[src/hdl/mmvf_queue.sv]
module mmvf_queue #(
	parameter int W = 8
) (
	input  logic         clk,
	input  logic         arst_n,
	input  logic         push,
	input  logic [W-1:0] push_data,
	input  logic         pop,
	output logic [W-1:0] head,
	output logic         empty,
	output logic         full
);

	logic [W-1:0] slot_q [2];
	logic         wr_q;
	logic         rd_q;
	logic [1:0]   count_q;

	assign head  = slot_q[rd_q];
	assign empty = (count_q == 2'd0);
	assign full  = (count_q == 2'd2);

	// Advance pointers and occupancy
	always_ff @(posedge clk or negedge arst_n) begin
		if (!arst_n) begin
			wr_q    <= 1'b0;
			rd_q    <= 1'b0;
			count_q <= 2'd0;
		end else begin
			if (push) begin
				wr_q <= !wr_q;
			end
			if (pop) begin
				rd_q <= !rd_q;
			end
			case ({push, pop})
				2'b10:   count_q <= count_q + 2'd1;
				2'b01:   count_q <= count_q - 2'd1;
				default: count_q <= count_q;
			endcase
		end
	end

	// Hold the transaction payloads
	always_ff @(posedge clk) begin
		if (push) begin
			slot_q[wr_q] <= push_data;
		end
	end

endmodule

[config.mk]
export PLATFORM = sky130hd
export DESIGN_NAME = mmvf_queue
export DESIGN_NICKNAME = d
export VERILOG_FILES = /design/src/hdl/mmvf_queue.sv
export SDC_FILE = /design/constraint.sdc
export NUM_CORES = 1
export LEC_CHECK = 0
export BUFFER_PORTS_ARGS = -buffer_cell sky130_fd_sc_hd__buf_4
export CAP_MARGIN = 20
export CORE_MARGIN = 2
export CORE_UTILIZATION = 52
export CTS_CLUSTER_SIZE = 10
export DETAILED_ROUTE_END_ITERATION = 10
export PLACE_DENSITY_LB_ADDON = 0.15
export SLEW_MARGIN = 20
export SYNTH_ARGS = -nofsm -noshare
export SYNTH_HDL_FRONTEND = slang
export SYNTH_SLANG_ARGS = --single-unit
[constraint.sdc]
create_clock -name clk -period 3.5 [get_ports clk]
set_input_delay 0.7 -clock clk [delete_from_list [all_inputs] [get_ports clk]]
set_output_delay 0.7 -clock clk [all_outputs]
set_load 0.005 [all_outputs]
# Word level (Yosys, flattened, before mapping)
# Memories as Yosys holds them, arrays and structs flattened.
# Index checks and enable logic that the tools add are counted.
[totals] memories=1 wordCells=16 ramBits=16 register_bits=4
[memory_table] memory="slot_q" depth=2 width=8 read_ports=1 rd_clocked_by_memory_dff=0 write_ports=1 line_no="14" rtl="logic [W-1:0] slot_q [2];"
[op_classes] muxes=3 addsub=2 n_eq_ne=3 reduce_logical=4
[ops] cell="equality test 2 bit (second input constant)" n=2
[ops] cell="one-hot mux 2 bit (2 select lines)" n=1
[ops] cell="adder 2 x 1 -> 2 bit (second input constant)" n=1
[ops] cell="equality test 2 x 1 -> 1 bit (second input constant)" n=1
[ops] cell="zero test 1 bit" n=2
[ops] cell="zero test 2 bit" n=1
[ops] cell="2-to-1 mux 1 bit" n=2
[ops] cell="nonzero test 2 bit" n=1
[ops] cell="subtractor 2 x 1 -> 2 bit (second input constant)" n=1

# Logic depth before layout (Yosys ltp)
# Gate-level depths: netlist (run 1).
[logic_depth] word_depth=2 ltp_mapped=5 depth_no_buf=5

# Worst setup path before layout (run 1)
# OpenSTA, ideal clock, no wires.
[synth_timing] path_type="register to output" from="reg rd_q" to="out head[0]" setup_slack_ns=1.963 n_path_buf=1 required_ns=2.800 stages_incl_launch_ff=3 arrival_time_ns=0.837 cell_sequence="dfrtp_1 > buf_2 > mux2_2"
[synth_via] elab_chain_len=1
[synth_lines] element="start, declared" line_no="16" rtl="logic rd_q;"
[synth_lines] element="start signal, assigned" line_no="34" rtl="rd_q <= !rd_q;"
[synth_lines] element="memory read (2 x 8 bit)"
[synth_lines] element="end, declared" line_no="9" rtl="output logic [W-1:0] head,"
# Every way passes these cells.

# Final worst setup path (run 1)
# Ends and elaborated chain as after synthesis.

==> flow_summary_export.csv, run 1 <==
group,metric,value,unit
timing,relSlewSlack,51.2,%
timing,rsz0062_at_grt,"false",
setup_path,rr_endpoint,"slot_q[0][4]$_DFFE_PP_",
clock_tree,cts.clk_slew.worst_paths,0.11,ns
grt,grt_pass1_wl,1930,um
yosys,synth.distinct_cells,11,
die,fp.dieH,42.3,um
layout,syn2layout_area_growth,25.9,%
setup_path,cp_top_family,"flip-flops",
yosys,synth_most_common_cell,"edfxtp_1",
clock_tree,postCtsSetupBuffers,0,
timing,tns,0,ns
setup_path,path_max_fanout,9,
timing,finalHoldViolCount,0,
die,io_pins,22,
pwr,power.total,688,uW
yosys,ys_ff_latch,20,
timing,worst_slack,1.42,ns
timing,finClkSkew,0.0117,ns
timing,period_share,59.5,%
yosys,ys_async_sr_fraction,20.0,%
yosys,yosys.area.top_type,"edfxtp_1",
yosys,synth-edff-count,16,
die,die_w,42.3,um
clock_tree,holdBufCountCts,0,
pwr,vdd_ir_drop_max,0.423,mV
clock_tree,cts_buffers,3,
yosys,synthTopCellsByArea,"edfxtp_1 63%, dfrtp_1 13%, mux2_2 12%, xor2_1 3.4%, xnor2_1 2.3%",
outcome,status,"completed",
drt,route.antenna.remaining_nets,0,
yosys,synth_flop_cell,"edfxtp_1",
setup_path,cp-end-kind,"output pin",
setup_path,critPathSlowestCell,"dfrtp_1",
placed_design,port_buffers,21,
clock_tree,cts_tree,"done",
die,row_count,13,
drt,wl,1240,um
grt,grt_pass1_vias,442,
grt,antenna_found_initial,0,
drt,vias_per_cell,5.18,
clock_tree,cts_resized,0,
grt,grt_max_degree,12,
clock_tree,root_buffer,"clkbuf_4",
drt,vias,414,
setup_path,max_stage_delay,0.58,ns
yosys,syn_nets,54,
pwr,switching_power,187,uW
yosys,ys_top_cells_by_count,"16 x edfxtp_1, 8 x mux2_2, 4 x dfrtp_1",
setup_path,r2r_slack,2.13,ns
placed_design,post-place-ws,1.73,ns
pwr,switching_share,27.1,%
timing,worst_slew_pin_slew,0.729,ns
yosys,ys_seq_area_share,76.2,%
timing,fmax,0.480,GHz
layout,nFillCells,98,
drt,wl_per_cell,15.5,um
clock_tree,worstSkewPairLatency,0.29,ns
run,drv_cap,0,
yosys,syn_inst,41,
setup_path,crit_chain,"mux2_2 > buf_4",
setup_path,critPathArrivalTime,1.38,ns
die,core_region_area,1330,sq um
setup_path,start_kind,"flop",
pwr,p_comb_share,30.7,%
setup_path,worst-setup-path-type,"reg2out",
layout,nets,79,
yosys,syn_area_per_cell,18.6,sq um
grt,grt_overflow,0,
layout,num_antenna_cells,0,
pwr,power_density,717,nW/um^2
layout,drive_above_1_share,50.8,%
pwr,p_leak,0.000389,uW
pwr,seqPwrFrac,53.7,%
drt,drt_iter0_markers,1,
placed_design,gp_congestion,0.697,
die,start_util,57.1,%
timing,setup-violations-final,0,
drt,first_pass_iters,4,
clock_tree,clk_path_buf_depth,2,
timing,min_period,2.08,ns
timing,drv_slew,0,
worst_hold_path,min_path_type,"in2async",
clock_tree,htree_levels,1,
yosys,ys.warnings.count,0,
setup_path,rr_worst_depth,1,
yosys,synth_area,762,sq um
pwr,clockPowerShare,15.6,%
setup_path,crit_start,"rd_q$_DFFE_PN0P_",
pwr,p_int,502,uW
yosys,yosysTopAreaCellShare,63.1,%
die,die_area,1790,sq um
setup_path,critPathBufInv,1,
setup_path,reg2reg_from,"wr_q$_DFFE_PN0P_",
clock_tree,clock-sinks,20,
grt,grt_use_total,15.4,%
drt,drc_errors,0,
setup_path,required,2.80,ns
==> placed cells by master (no fill, tap or decap) <==
| cell | instances |
|---|---|
| edfxtp_1 | 16 |
| nor2_1 | 3 |
| dfrtp_1 | 4 |
| clkbuf_4 | 3 |
| xor2_1 | 3 |
| and2_1 | 1 |
| mux2_2 | 8 |
| buf_4 | 21 |
| ha_1 | 1 |
| xnor2_1 | 2 |
| and2b_2 | 1 |
| clkbuf_1 | 1 |
| inv_1 | 1 |
==> power by group through the flow <==
stage	sequential (uW)	combinational, uW	clock, uW
after floorplan	348	129	0
after detailed placement	377	213	0
after global placement	372	203	0
after global routing	379	229	117
after CTS	372	214	110
final	370	211	107
==> stage by stage <==
step / hold WS, ns / area [sq um] / utilization [%] / instances
detailed placement: 0.487 / 933 / 70.0 / 76
global placement: 0.472 / 933 / 70.0 / 76
finish: 0.183 / 960 / 72.0 / 80
floorplan: 0.404 / 762 / - / 41
global route: 0.174 / 960 / 72.0 / 80
CTS: 0.175 / 960 / 72.0 / 80
==> metal layers <==
metal  GRT usage, %  vias to the layer above  share of wire, %
met4           3.75                        0                 0
met1           15.0                      206                39
met5              0                        -                 0
met3           3.88                        0               3.9
met2           31.1                       11                58
li1               -                      197                 -
==> registers in the layout, summed over array words and instances (netlist names) <==
register and count:
slot_q 16, rd_q 1, count_q 2, wr_q 1
==> cell families (layout without fill, tap and decap cells) <==
| group | Yosys count | in the layout | synth area share (%) |
|---|---|---|---|
| buffers and inverters | 2 | 26 | 1.15 |
| XOR/XNOR | 5 | 5 | 5.75 |
| adder cells (fa/ha/maj) | 1 | 1 | 1.64 |
| AND/OR/NAND/NOR | 5 | 5 | 3.45 |
| multiplexers | 8 | 8 | 11.8 |
| flip-flops | 20 | 20 | 76.2 |
==> worst max path at each step <==
stage	cells after the start	end	slack, ns
2_1_floorplan	2	head[0]	1.96
3_3_place_gp	2	head[0]	1.74
3_5_place_dp	2	head[0]	1.73
4_1_cts	2	head[0]	1.40
5_1_grt	2	head[4]	1.34
6_report	2	head[0]	1.42
==> final cells by class <==
type                       count  area [sq um]  share of cell area (%)
clock buffer                   4          26.3                    2.74
tap                           15          18.8                    1.96
sequential                    20           581                    60.5
inverter                       1          3.75                   0.391
timing repair buffer          21           158                    16.4
multi-input combinational     19           173                    18.0
(Power assumes the default switching activity.)
==> run 2, diff against run 1 <==
- CORE_UTILIZATION: 52 -> 43
- clock period: 3.5 -> 1.75 ns (I/O delays scaled with it)
==> flow_summary_export.csv, run 2 (synthesis gave the netlist of run 1 again) <==
group,metric,value,unit
layout,top_register,"slot_q",
setup_path,r2r_slack,0.65,ns
pwr,switching_share,25.4,%
placed_design,post-place-ws,0.302,ns
grt,grt_pass1_vias,371,
layout,final_cell_mix,"22 x buf_4, 16 x edfxtp_1, 8 x mux2_2",
setup_path,path_max_fanout,9,
pwr,p_leak,0.000403,uW
drt,drt_iter0_markers,1,
die,fp.dieH,46.1,um
pwr,vdd_ir_drop_max,0.747,mV
setup_path,crit_start,"rd_q$_DFFE_PN0P_",
grt,grt_pass1_wl,1510,um
setup_path,critPathArrivalTime,1.30,ns
clock_tree,worstSkewPairLatency,0.29,ns
die,io_pins,22,
layout,reg_top3,"slot_q (16), count_q (2)",
layout,largest_register_ffs,16,
layout,multi_input_area,173,sq um
timing,min_period,1.65,ns
setup_path,rr_endpoint,"slot_q[1][2]$_DFFE_PP_",
setup_path,reg2reg_from,"wr_q$_DFFE_PN0P_",
worst_hold_path,holdPathEnd,"rd_q$_DFFE_PN0P_",
clock_tree,cts_buffers,3,
setup_path,rr_worst_depth,1,
pwr,switching_power,359,uW
clock_tree,clk_path_buf_depth,2,
clock_tree,cts.clk_slew.worst_paths,0.11,ns
setup_path,max_stage_delay,0.50,ns
timing,relSlewSlack,73.9,%
timing,hold_ws,0.227,ns
die,core_region_area,1690,sq um
die,row_count,15,
drt,route.antenna.remaining_nets,0,
placed_design,gp_congestion,0.644,
run,drv_cap,0,
timing,setup-violations-final,0,
drt,wl_per_cell,12.1,um
die,die_w,46.1,um
setup_path,worst-setup-path-type,"reg2out",
timing,worst_slew_pin_slew,0.391,ns
timing,period_share,94.1,%
drt,vias,398,
grt,grt_use_total,10.7,%
layout,drive_above_1_share,53.7,%
clock_tree,postCtsSetupBuffers,0,
die,die_area,2120,sq um
timing,rsz0062_at_grt,"false",
layout,fin_area,991,sq um
timing,finClkSkew,0.00574,ns
pwr,p_comb_share,29.8,%
outcome,status,"completed",
layout,seq_area,582,sq um
worst_hold_path,holdPathStages,2,
pwr,power_density,1420,nW/um^2
layout,syn2layout_area_growth,30.0,%
drt,wl,1020,um
pwr,clockPowerShare,18.2,%
worst_hold_path,holdCritStartpoint,"pop",
layout,nets,81,
placed_design,port_buffers,21,
timing,tns,0,ns
setup_path,required,1.40,ns
grt,antenna_found_initial,0,
clock_tree,clock-sinks,20,
timing,finalHoldViolCount,0,
clock_tree,root_buffer,"clkbuf_4",
layout,nFillCells,132,
worst_hold_path,min_path_type,"in2reg",
die,start_util,45.1,%
layout,final_common_cell,"buf_4",
placed_design,place_area,943,sq um
pwr,power.total,1410,uW
setup_path,cp-end-kind,"output pin",
timing,worst_slack,0.104,ns
setup_path,critPathSlowestCell,"dfrtp_2",
layout,num_antenna_cells,0,
drt,first_pass_iters,2,
timing,drv_slew,0,
clock_tree,htree_levels,1,
grt,grt_max_degree,12,
setup_path,crit_chain,"mux2_2 > buf_4",
grt,grt_overflow,0,
pwr,p_int,1050,uW
clock_tree,cts_tree,"done",
drt,vias_per_cell,4.74,
drt,drc_errors,0,
pwr,seqPwrFrac,52.1,%
setup_path,start_kind,"flop",
timing,fmax,0.608,GHz
-- run 2: worst max-delay path, delay by kind of cell (launching register included) --
family	cells	cell delay, ns
flip-flops	1	0.50
multiplexers	1	0.37
buffers and inverters	1	0.13
-- run 2: metrics by stage --
step	cells	utilization [%]
finish	84	58.7
CTS	84	58.7
detailed placement	79	55.9
floorplan	41	-
global route	84	58.7
global placement	79	55.9
-- run 2: area by class of cell --
| class | count | share of cell area (%) |
|---|---|---|
| flip-flops and latches | 20 | 58.7 |
| repair buffers | 23 | 17.7 |
| well taps | 17 | 2.15 |
| multi-input cells | 19 | 17.4 |
| clock buffers | 4 | 3.66 |
| inverters | 1 | 0.379 |
-- run 2: worst max path at each step --
stage | to | slack (ns)
after CTS | head[6] | 0.08
after global placement | head[4] | 0.34
final | head[6] | 0.10
after detailed placement | head[6] | 0.30
after floorplan | head[0] | 0.56
after global routing | head[6] | 0.05
-- run 2: per-layer routing --
layer | wire length (um) | track usage (%)
met5 | 0 | 0
met4 | 0 | 6.86
met3 | 52 | 2.35
met2 | 541 | 17.2
met1 | 426 | 12.9
-- run 2: timing repair --
item / CTS / global route
resized for setup: 1 / 0
endpoints found under the hold margin: 4 / 0
hold buffers: 1 / 0
setup endpoints to repair: 8 / 0
-- run 2: power by group through the flow --
stage	Clock, uW	Sequential (uW)	Combinational, uW
2_1_floorplan	0	696	259
3_3_place_gp	0	743	421
3_5_place_dp	0	747	427
4_1_cts	266	739	429
5_1_grt	281	752	459
6_report	256	735	420
==> run 3, diff against run 2 <==
- CTS_BUF_LIST: unset -> sky130_fd_sc_hd__clkbuf_8 sky130_fd_sc_hd__clkbuf_16
- SETUP_SLACK_MARGIN: unset -> 0.02
==> flow_summary_export.csv, run 3 (synthesis gave the netlist of run 1 again) <==
group,metric,value,unit
outcome,status,"completed",
pwr,vdd_ir_drop_max,0.976,mV
die,core_region_area,1690,sq um
layout,top_register,"slot_q",
timing,relSlewSlack,75.5,%
die,io_pins,22,
drt,drt_iter0_markers,2,
setup_path,path_max_fanout,9,
placed_design,post-place-ws,0.302,ns
setup_path,cp-end-kind,"output pin",
placed_design,place_area,943,sq um
layout,reg_top3,"slot_q (16), count_q (2)",
clock_tree,clock-sinks,20,
layout,nets,81,
grt,busiest_layer,"met2",
clock_tree,cts_tree,"done",
setup_path,critPathBufInv,1,
layout,largest_register_ffs,16,
die,die_w,46.1,um
pwr,p_leak,0.000411,uW
layout,final_common_cell,"buf_4",
layout,multi_input_area,173,sq um
grt,antenna_found_initial,0,
grt,use_met1,13.9,%
die,row_count,15,
setup_path,required,1.40,ns
setup_path,worst-setup-path-type,"reg2out",
grt,grt_pass1_vias,348,
layout,final_cell_mix,"22 x buf_4, 16 x edfxtp_1, 8 x mux2_2",
clock_tree,worstSkewPairLatency,0.25,ns
setup_path,cp_top_family,"flip-flops",
timing,finClkSkew,0.00114,ns
grt,grt_overflow,0,
grt,use_met2,16.1,%
clock_tree,root_buffer,"clkbuf_8",
layout,syn2layout_area_growth,32.5,%
clock_tree,clk_path_buf_depth,2,
placed_design,port_buffers,21,
worst_hold_path,min_path_type,"in2reg",
timing,min_period,1.60,ns
drt,first_pass_iters,2,
grt,grt_use_total,10.2,%
setup_path,crit_chain,"mux2_2 > buf_4",
drt,vias_per_cell,4.75,
layout,fin_util,59.8,%
timing,finalHoldViolCount,0,
die,die_area,2120,sq um
timing,tns,0,ns
drt,drc_errors,0,
timing,fmax,0.626,GHz
setup_path,critPathSlowestCell,"dfrtp_2",
drt,wl_per_cell,12.2,um
layout,num_antenna_cells,0,
timing,hold_ws,0.276,ns
timing,period_share,91.3,%
layout,drive_above_1_share,53.7,%
clock_tree,htree_levels,1,
grt,grt_max_degree,12,
layout,fin_area,1010,sq um
layout,seq_area,582,sq um
drt,vias,399,
setup_path,max_stage_delay,0.49,ns
layout,nFillCells,130,
grt,grt_pass1_wl,1480,um
grt,use_met3,2.35,%
timing,worst_slew_pin_slew,0.367,ns
timing,worst_slack,0.152,ns
setup_path,critPathArrivalTime,1.25,ns
timing,rsz0062_at_grt,"false",
pwr,power_density,1480,nW/um^2
die,fp.dieH,46.1,um
clock_tree,cts_buffers,3,
setup_path,start_kind,"flop",
drt,route.antenna.remaining_nets,0,
drt,wl,1030,um
placed_design,gp_congestion,0.644,
die,start_util,45.1,%
run,drv_cap,0,
timing,setup-violations-final,0,
timing,drv_slew,0,
clock_tree,cts.clk_slew.worst_paths,0.07,ns
==> run 3: cell counts in the layout (fill, tap and decap cells not counted) <==
No cell type changed its count.
==> run 3: final timing paths <==
path / start / endpoint / slack (ns) / cells past startpoint
worst max-delay path: rd_q$_DFFE_PN0P_ / head[6] / 0.15 / 2
worst min-delay path: pop / rd_q$_DFFE_PN0P_ / 0.28 / 2
worst max register to register: wr_q$_DFFE_PN0P_ / slot_q[1][1]$_DFFE_PP_ / 0.68 / 1
worst min register to register: wr_q$_DFFE_PN0P_ / wr_q$_DFFE_PN0P_ / 0.48 / 1
max in group asynchronous: arst_n / rd_q$_DFFE_PN0P_ / 1.21 / 2
min in group asynchronous: arst_n / count_q[0]$_DFFE_PN0P_ / 0.43 / 2
==> run 3: area by class of cell <==
| type | count | area share, % |
|---|---|---|
| inverter | 1 | 0.372 |
| multi-input combinational | 19 | 17.1 |
| timing repair buffer | 23 | 17.3 |
| tap | 17 | 2.11 |
| clock buffer | 4 | 5.45 |
| sequential | 20 | 57.6 |
==> run 3: routing by layer <==
metal | wire length, um | share of wire (%)
met1 | 452 | 44
met2 | 522 | 51
met5 | 0 | 0
met3 | 51 | 5.0
met4 | 0 | 0
==> run 3: through the flow <==
stage                     power [uW]  instances
after floorplan                  955         41
after global placement          1160         79
after detailed placement        1170         79
after CTS                       1510         84
after global routing            1570         84
final                           1490         84
==> run 3: power by group <==
| part | switching (uW) | internal, uW | leakage (uW) |
|---|---|---|---|
| Combinational | 141 | 277 | 0.000186 |
| Clock | 140 | 200 | 0.0000288 |
| Sequential | 87.6 | 649 | 0.000196 |
| Total | 368 | 1130 | 0.000411 |
==> run 3: timing repair <==
item	CTS	global route
gates resized for setup	0	1
setup endpoints to repair	0	8
hold buffers	1	0
setup buffers	0	0
endpoints found under the hold margin	4	0
